==> config.mk <==
export PLATFORM = sky130hd
export DESIGN_NAME = rvx_expand
export DESIGN_NICKNAME = d
export VERILOG_FILES = /design/src/hw/rtl/rvx_pkg.sv /design/src/hw/rtl/rvx_expand.sv
export SDC_FILE = /design/constraint.sdc
export NUM_CORES = 1
export LEC_CHECK = 0
export CORE_MARGIN = 1.5
export CORE_UTILIZATION = 40
export DETAILED_ROUTE_END_ITERATION = 10
export DONT_BUFFER_PORTS = 1
export SLEW_MARGIN = 10
export SYNTH_ARGS = -nofsm -noshare
export SYNTH_HDL_FRONTEND = slang
export SYNTH_SLANG_ARGS = --single-unit
==> constraint.sdc <==
create_clock -name vclk -period 2.2
set_clock_uncertainty 0.1 [all_clocks]
set_input_delay 0 -clock vclk [all_inputs]
set_output_delay 0 -clock vclk [all_outputs]
set_load 0.02 [all_outputs]
==> src/hw/rtl/rvx_pkg.sv <==
// Shared constants and instruction encoders for the RV32IC executor.
package rvx_pkg;

    localparam int MEM_BYTES = 8192;
    localparam int MEM_AW    = $clog2(MEM_BYTES);

    localparam logic [2:0] ST_LOADED   = 3'd0;
    localparam logic [2:0] ST_EXECUTED = 3'd1;
    localparam logic [2:0] ST_SKIPPED  = 3'd2;
    localparam logic [2:0] ST_HALTED   = 3'd3;
    localparam logic [2:0] ST_FETCHERR = 3'd4;

    localparam logic [6:0] OPC_OP     = 7'h33;
    localparam logic [6:0] OPC_OPIMM  = 7'h13;
    localparam logic [6:0] OPC_LOAD   = 7'h03;
    localparam logic [6:0] OPC_JALR   = 7'h67;
    localparam logic [6:0] OPC_STORE  = 7'h23;
    localparam logic [6:0] OPC_BRANCH = 7'h63;
    localparam logic [6:0] OPC_LUI    = 7'h37;
    localparam logic [6:0] OPC_AUIPC  = 7'h17;
    localparam logic [6:0] OPC_JAL    = 7'h6F;
    localparam logic [6:0] OPC_SYSTEM = 7'h73;

    localparam logic [4:0] REG_SP = 5'd2;
    localparam logic [4:0] REG_RA = 5'd1;
    localparam logic [4:0] REG_A7 = 5'd17;
    localparam logic [31:0] EXIT_SERVICE = 32'd10;

    function automatic logic [31:0] enc_i(input logic [31:0] imm, input logic [4:0] rs1,
                                          input logic [2:0] f3, input logic [4:0] rd,
                                          input logic [6:0] op);
        return {imm[11:0], rs1, f3, rd, op};
    endfunction

    function automatic logic [31:0] enc_r(input logic [6:0] f7, input logic [4:0] rs2,
                                          input logic [4:0] rs1, input logic [2:0] f3,
                                          input logic [4:0] rd);
        return {f7, rs2, rs1, f3, rd, OPC_OP};
    endfunction

    function automatic logic [31:0] enc_s(input logic [31:0] imm, input logic [4:0] rs2,
                                          input logic [4:0] rs1);
        return {imm[11:5], rs2, rs1, 3'd2, imm[4:0], OPC_STORE};
    endfunction

    function automatic logic [31:0] enc_b(input logic [31:0] imm, input logic [4:0] rs1,
                                          input logic [2:0] f3);
        return {imm[12], imm[10:5], 5'd0, rs1, f3, imm[4:1], imm[11], OPC_BRANCH};
    endfunction

    function automatic logic [31:0] enc_j(input logic [31:0] imm, input logic [4:0] rd);
        return {imm[20], imm[10:1], imm[11], imm[19:12], rd, OPC_JAL};
    endfunction

endpackage

==> src/hw/rtl/rvx_expand.sv <==
// Compressed instruction expander: 16-bit form to its 32-bit equivalent.
module rvx_expand (
    input  logic [15:0] half,
    output logic        ok,
    output logic [31:0] word
);
    import rvx_pkg::*;

    logic [2:0]  f3;
    logic [4:0]  rd, rs2, rdp, rs2p;
    logic [31:0] imm6, imm;

    assign f3   = half[15:13];
    assign rd   = half[11:7];
    assign rs2  = half[6:2];
    assign rdp  = {2'b01, half[9:7]};
    assign rs2p = {2'b01, half[4:2]};
    assign imm6 = {{26{half[12]}}, half[12], half[6:2]};

    always_comb
    begin
        ok   = 1'b1;
        word = 32'd0;
        imm  = 32'd0;
        case (half[1:0])
            2'd0:
            begin
                if (f3 == 3'd0)
                begin
                    imm = {22'd0, half[10:7], half[12:11], half[5], half[6], 2'b00};
                    ok = (imm != 32'd0);
                    word = enc_i(imm, REG_SP, 3'd0, rs2p, OPC_OPIMM);
                end
                else
                begin
                    imm = {25'd0, half[5], half[12:10], half[6], 2'b00};
                    if (f3 == 3'd2)
                        word = enc_i(imm, rdp, 3'd2, rs2p, OPC_LOAD);
                    else if (f3 == 3'd6)
                        word = enc_s(imm, rs2p, rdp);
                    else
                        ok = 1'b0;
                end
            end
            2'd1:
            begin
                case (f3)
                    3'd0:
                    begin
                        if (rd == 5'd0 && imm6 == 32'd0)
                            word = {25'd0, OPC_OPIMM};
                        else if (rd == 5'd0 || imm6 == 32'd0)
                            ok = 1'b0;
                        else
                            word = enc_i(imm6, rd, 3'd0, rd, OPC_OPIMM);
                    end
                    3'd1, 3'd5:
                    begin
                        imm = {{21{half[12]}}, half[8], half[10:9], half[6], half[7],
                               half[2], half[11], half[5:3], 1'b0};
                        word = enc_j(imm, (f3 == 3'd1) ? REG_RA : 5'd0);
                    end
                    3'd2:
                    begin
                        ok = (rd != 5'd0);
                        word = enc_i(imm6, 5'd0, 3'd0, rd, OPC_OPIMM);
                    end
                    3'd3:
                    begin
                        if (rd == REG_SP)
                        begin
                            imm = {{23{half[12]}}, half[4:3], half[5], half[2], half[6], 4'd0};
                            ok = (imm != 32'd0);
                            word = enc_i(imm, REG_SP, 3'd0, REG_SP, OPC_OPIMM);
                        end
                        else
                        begin
                            ok = !(rd == 5'd0 || imm6 == 32'd0);
                            word = {imm6[19:0], rd, OPC_LUI};
                        end
                    end
                    3'd4:
                    begin
                        case (half[11:10])
                            2'd0, 2'd1:
                            begin
                                ok = !(half[12] || rs2 == 5'd0);
                                word = enc_i({21'd0, half[10], 5'd0, rs2}, rdp, 3'd5, rdp,
                                             OPC_OPIMM);
                            end
                            2'd2:
                                word = enc_i(imm6, rdp, 3'd7, rdp, OPC_OPIMM);
                            default:
                            begin
                                ok = !half[12];
                                case (half[6:5])
                                    2'd0:    word = enc_r(7'h20, rs2p, rdp, 3'd0, rdp);
                                    2'd1:    word = enc_r(7'h00, rs2p, rdp, 3'd4, rdp);
                                    2'd2:    word = enc_r(7'h00, rs2p, rdp, 3'd6, rdp);
                                    default: word = enc_r(7'h00, rs2p, rdp, 3'd7, rdp);
                                endcase
                            end
                        endcase
                    end
                    default:
                    begin
                        imm = {{24{half[12]}}, half[6:5], half[2], half[11:10], half[4:3], 1'b0};
                        word = enc_b(imm, rdp, (f3 == 3'd6) ? 3'd0 : 3'd1);
                    end
                endcase
            end
            2'd2:
            begin
                case (f3)
                    3'd0:
                    begin
                        ok = !(half[12] || rd == 5'd0 || rs2 == 5'd0);
                        word = enc_i({27'd0, rs2}, rd, 3'd1, rd, OPC_OPIMM);
                    end
                    3'd2:
                    begin
                        ok = (rd != 5'd0);
                        imm = {24'd0, half[3:2], half[12], half[6:4], 2'b00};
                        word = enc_i(imm, REG_SP, 3'd2, rd, OPC_LOAD);
                    end
                    3'd4:
                    begin
                        ok = (rd != 5'd0);
                        if (!half[12])
                            word = (rs2 == 5'd0) ? enc_i(32'd0, rd, 3'd0, 5'd0, OPC_JALR)
                                                 : enc_r(7'h00, rs2, 5'd0, 3'd0, rd);
                        else
                            word = (rs2 == 5'd0) ? enc_i(32'd0, rd, 3'd0, REG_RA, OPC_JALR)
                                                 : enc_r(7'h00, rs2, rd, 3'd0, rd);
                    end
                    3'd6:
                    begin
                        imm = {24'd0, half[8:7], half[12:9], 2'b00};
                        word = enc_s(imm, rs2, REG_SP);
                    end
                    default:
                        ok = 1'b0;
                endcase
            end
            default:
                ok = 1'b0;
        endcase
    end

endmodule

# --- Yosys cells after proc, flatten, opt, wreduce, memory -nomap -nowiden ---
# Cells that the tools add are included.
op_classes:
  n_lt_le_gt_ge: 0
  div_mod_pow: 0
  muxes: 26
  reduce_logical: 22
  n_bitwise: 0
  n_mul: 0
  shifts: 0
  n_eq_ne: 13
  n_addsub: 0
op_table:
  columns: ["operator", "n"]
  rows:
  - ["$pmux W32 S5", 1]
  - ["$pmux W28 S4", 1]
  - ["$pmux W32 S3", 1]
  - ["$pmux W31 S3", 1]
  - ["$mux W25", 3]
  - ["$mux W32", 2]
  - ["$pmux W32 S2", 1]
  - ["$mux W27", 2]
  - ["$logic_not A32 Y1", 1]
  - ["$mux W30", 1]
  - ["$mux W29", 1]
  - ["$reduce_bool A28 Y1", 1]
  - ["$logic_not A5 Y1", 2]
  - ["$eq A3 B3 Y1 const B", 3]
  - ["$mux W1", 8]
  - ["$reduce_bool A8 Y1", 1]
  - ["$eq A2 B1 Y1 const B", 3]
  - ["$eq A2 B2 Y1 const B", 3]
  - ["$eq A3 B2 Y1 const B", 2]
  - ["$logic_not A2 Y1", 3]
  - ["$pmux W1 S3", 2]
  - ["$reduce_or A2 Y1", 3]
  - ["$eq A5 B2 Y1 const B", 1]
  - ["$reduce_bool A5 Y1", 1]
  - ["other kinds (7)", 13]
totals:
  romBits: 0
  register_bits: 0
  word_cells: 61
  memories: 0
  out_inout_bits: 33
  latch_bits: 0
  ram_bits: 0

# --- Longest topological paths before layout ---
depth:
  word_depth: 6
  depth_mapped: 12
  mapped_depth_nobuf: 10

# --- Worst setup path before layout ---
# Ideal clock, no wire load.
synth_timing:
  kind: "input-to-output"
  startpoint: "input half[12]"
  endpoint: "output word[24]"
  path_slack_ns: 0.247
  t_required_ns: 2.100
  cell_stages: 10
  t_arrival_ns: 1.853
  cell_sequence: "clkbuf_1 inv_1 nand2_1 inv_1 ha_1 nor2b_1 nor2_1 o31a_1 o221a_1 o22ai_1"
synth_between:
  elab_chain_len: 6
  word_cells_on_any_way: 10
  cone_classes: "7 x mux; 3 x reduce/logical"
synth_lines:
  columns: ["item", "line", "text"]
  rows:
  - ["from (decl)", "rvx_expand.sv:3", "input logic [15:0] half,"]
  - ["$logic_not A32 Y1", "rvx_expand.sv:50, rvx_expand.sv:52", null]
  - ["$logic_or A1 B1 Y1", "rvx_expand.sv:52", "else if (rd == 5'd0 || imm6 == 32'd0)"]
  - ["$mux W32", "rvx_expand.sv:52", null]
  - ["$mux W32", "rvx_expand.sv:50", "if (rd == 5'd0 && imm6 == 32'd0)"]
  - ["$pmux W32 S5", "rvx_expand.sv:47", "case (f3)"]
  - ["$pmux W32 S3 *", "rvx_expand.sv:25", "case (half[1:0])"]
  - ["to (decl)", "rvx_expand.sv:5", "output logic [31:0] word"]
# Every way passes the cells marked *; elsewhere a longest branch is shown, timed or not.

# --- Final worst setup path ---
layout_timing:
  startpoint: "input half[2]"
  endpoint: "output word[24]"
# Same word-level chain as after synthesis.

==> flow_summary.ini <==
[cells_and_area]
antennaDiodeCount = 0
regArea_um2 = 0
post-route-util_pct = 42.6
finalNetCount = 284
clkbuf_count = 0
synthToLayoutAreaGrowth_pct = -0.156
final_common_cell = nand2_1
layout.cells.most_common_list = nand2_1, nor2_1, o21ai_0
seq_cells = 0
drive_gt1_share_pct = 8.33

[sta]
finalSetupTns_ps = 0
post-route-period-util_pct = 94.2
slew_viol_final = 0
finalCriticalPeriod_ps = 2070
hold_viol_final = 0
relSlewSlack_pct = 44.9
rsz0062_at_grt = false
fmax_ghz = 0.483
setup-violations-final = 0
tightestPinTransition_ps = 824

[setup_path]
startpoint_type = input port
setup.worst_path.class = in -> out
arrival_ps = 1970
path_max_fanout = 6
cp.required_ps = 2100
endpoint_kind = output port

[placed_design]
place_hpwl_um = 4790
io_buffers = 0
gp_congestion = 1.03

[global_route]
grt_pass1_wl_um = 10500
grt_max_degree = 44
grt_pass1_vias = 1910
grt.overflow.total = 0
track_usage_pct = 30.7
antenna_found_initial = 0

[routing]
vias = 2292
antenna_left = 0
post_drt_via_cell_ratio = 7.35
finalWirelength_um = 6770
dr.pass1.iters = 5
wire_per_inst_um = 21.7
drtIter0Drc = 508
drcViolationCount = 0

[synthesis]
ys_seq_area_share_pct = 0
syn_area_um2 = 1610
syn_nets = 303
ys_types = 60
syn_area_per_cell_um2 = 5.65
ys.warnings.count = 0
netlist_instances = 285

[clocking]
ctsHoldBuffers = 0
postCtsSetupRepairBufs = 0
cts_resized = 0

[die]
dieHeight_um = 66.4
num_io_pins = 49
rows = 22
dieArea_um2 = 4410
initial_core_util_pct = 42.7
core_um2 = 3770
die_x_um = 66.4

[status]
status = finished, final reports clean

[min_path]
hold_path.class = in -> out
hold_depth = 2

[power]
cellLeakagePower_nw = 0.564
vdd_drop_max_mv = 0.0674
p_per_area_nw_per_um2 = 190

[job]
maxCapViolations = 0
-- cells by family after synthesis --
family / Yosys count / synth area share (%)
adder cells (fa/ha/maj): 2 / 1.55
AND/OR/NAND/NOR: 107 / 31.9
AO/OA/AOI/OAI: 128 / 52.3
buffers and inverters: 44 / 11.8
multiplexers: 4 / 2.49
-- path summary, 6_finish.rpt --
kind | start | endpoint
worst max-delay path | half[2] | word[24]
worst min-delay path | half[11] | word[11]
-- metrics by stage --
| stage | cell area, um^2 | total power [mW] | hold slack (ps) | cells | setup slack, ps |
|---|---|---|---|---|---|
| 2_1_floorplan | 1610 | 0.287 | 79.0 | 285 | 247 |
| 3_3_place_gp | 1610 | 0.296 | 30.4 | 312 | 251 |
| 3_5_place_dp | 1610 | 0.295 | 32.1 | 312 | 208 |
| 4_1_cts | 1610 | 0.297 | 30.2 | 312 | 190 |
| 5_1_grt | 1610 | 0.326 | 38.7 | 312 | 15.8 |
| 6_report | 1610 | 0.305 | 31.8 | 312 | 128 |
-- cells in the mapped netlist (2+ instances only) --
master,instances,area (um^2)
a2111oi_0,3,26.3
a211o_1,2,17.5
a211oi_1,2,15.0
a21boi_1,2,15.0
a21o_1,2,15.0
a21oi_1,22,110
a221oi_1,2,17.5
a22o_1,2,17.5
a2bb2oi_1,2,17.5
a31oi_1,4,25.0
a32oi_1,3,26.3
and2_1,3,18.8
buf_1,5,18.8
buf_2,4,20.0
buf_6,2,22.5
clkbuf_1,19,71.3
ha_1,2,25.0
inv_1,9,33.8
inv_2,2,7.51
mux2i_1,4,40.0
nand2_1,34,128
nand3_1,8,40.0
nand4_1,3,18.8
nor2_1,31,116
nor2b_1,6,37.5
nor3_1,9,45.0
o211ai_1,11,82.6
o21ai_0,26,130
o21ai_1,18,90.1
o22ai_1,8,50.1
o2bb2ai_1,2,17.5
o32ai_1,3,26.3
or2_1,2,12.5
or2_2,2,12.5
-- critical path, stage by stage --
cell	delay, ps
or3_1	390
nor2_1	140
nand2_1	90
ha_1	250
nor2b_1	170
nor2_1	320
o31a_1	190
o221a_1	180
o22ai_1	80
buf_4	170
-- power by group --
part	switching (mW)	internal [mW]
Clock	0	0
Sequential	0	0
Combinational	0.203	0.102
Total	0.203	0.102
-- final cells by class --
| cell class | instances | area (um^2) |
|---|---|---|
| repair buffers | 11 | 82.6 |
| inverters | 12 | 45.0 |
| well taps | 48 | 60.1 |
| multi-input cells | 241 | 1420 |
| fillers | 418 | 2160 |
-- routing by layer --
metal / routed length (um) / vias to the layer above / GRT usage [%]
met5: 0 / - / 0
met4: 136 / 0 / 5.61
met3: 1050 / 13 / 8.01
met2: 2870 / 202 / 45.9
met1: 2710 / 1054 / 44.0
li1: - / 1023 / -
No activity file was read; power rests on OpenSTA's default activity.
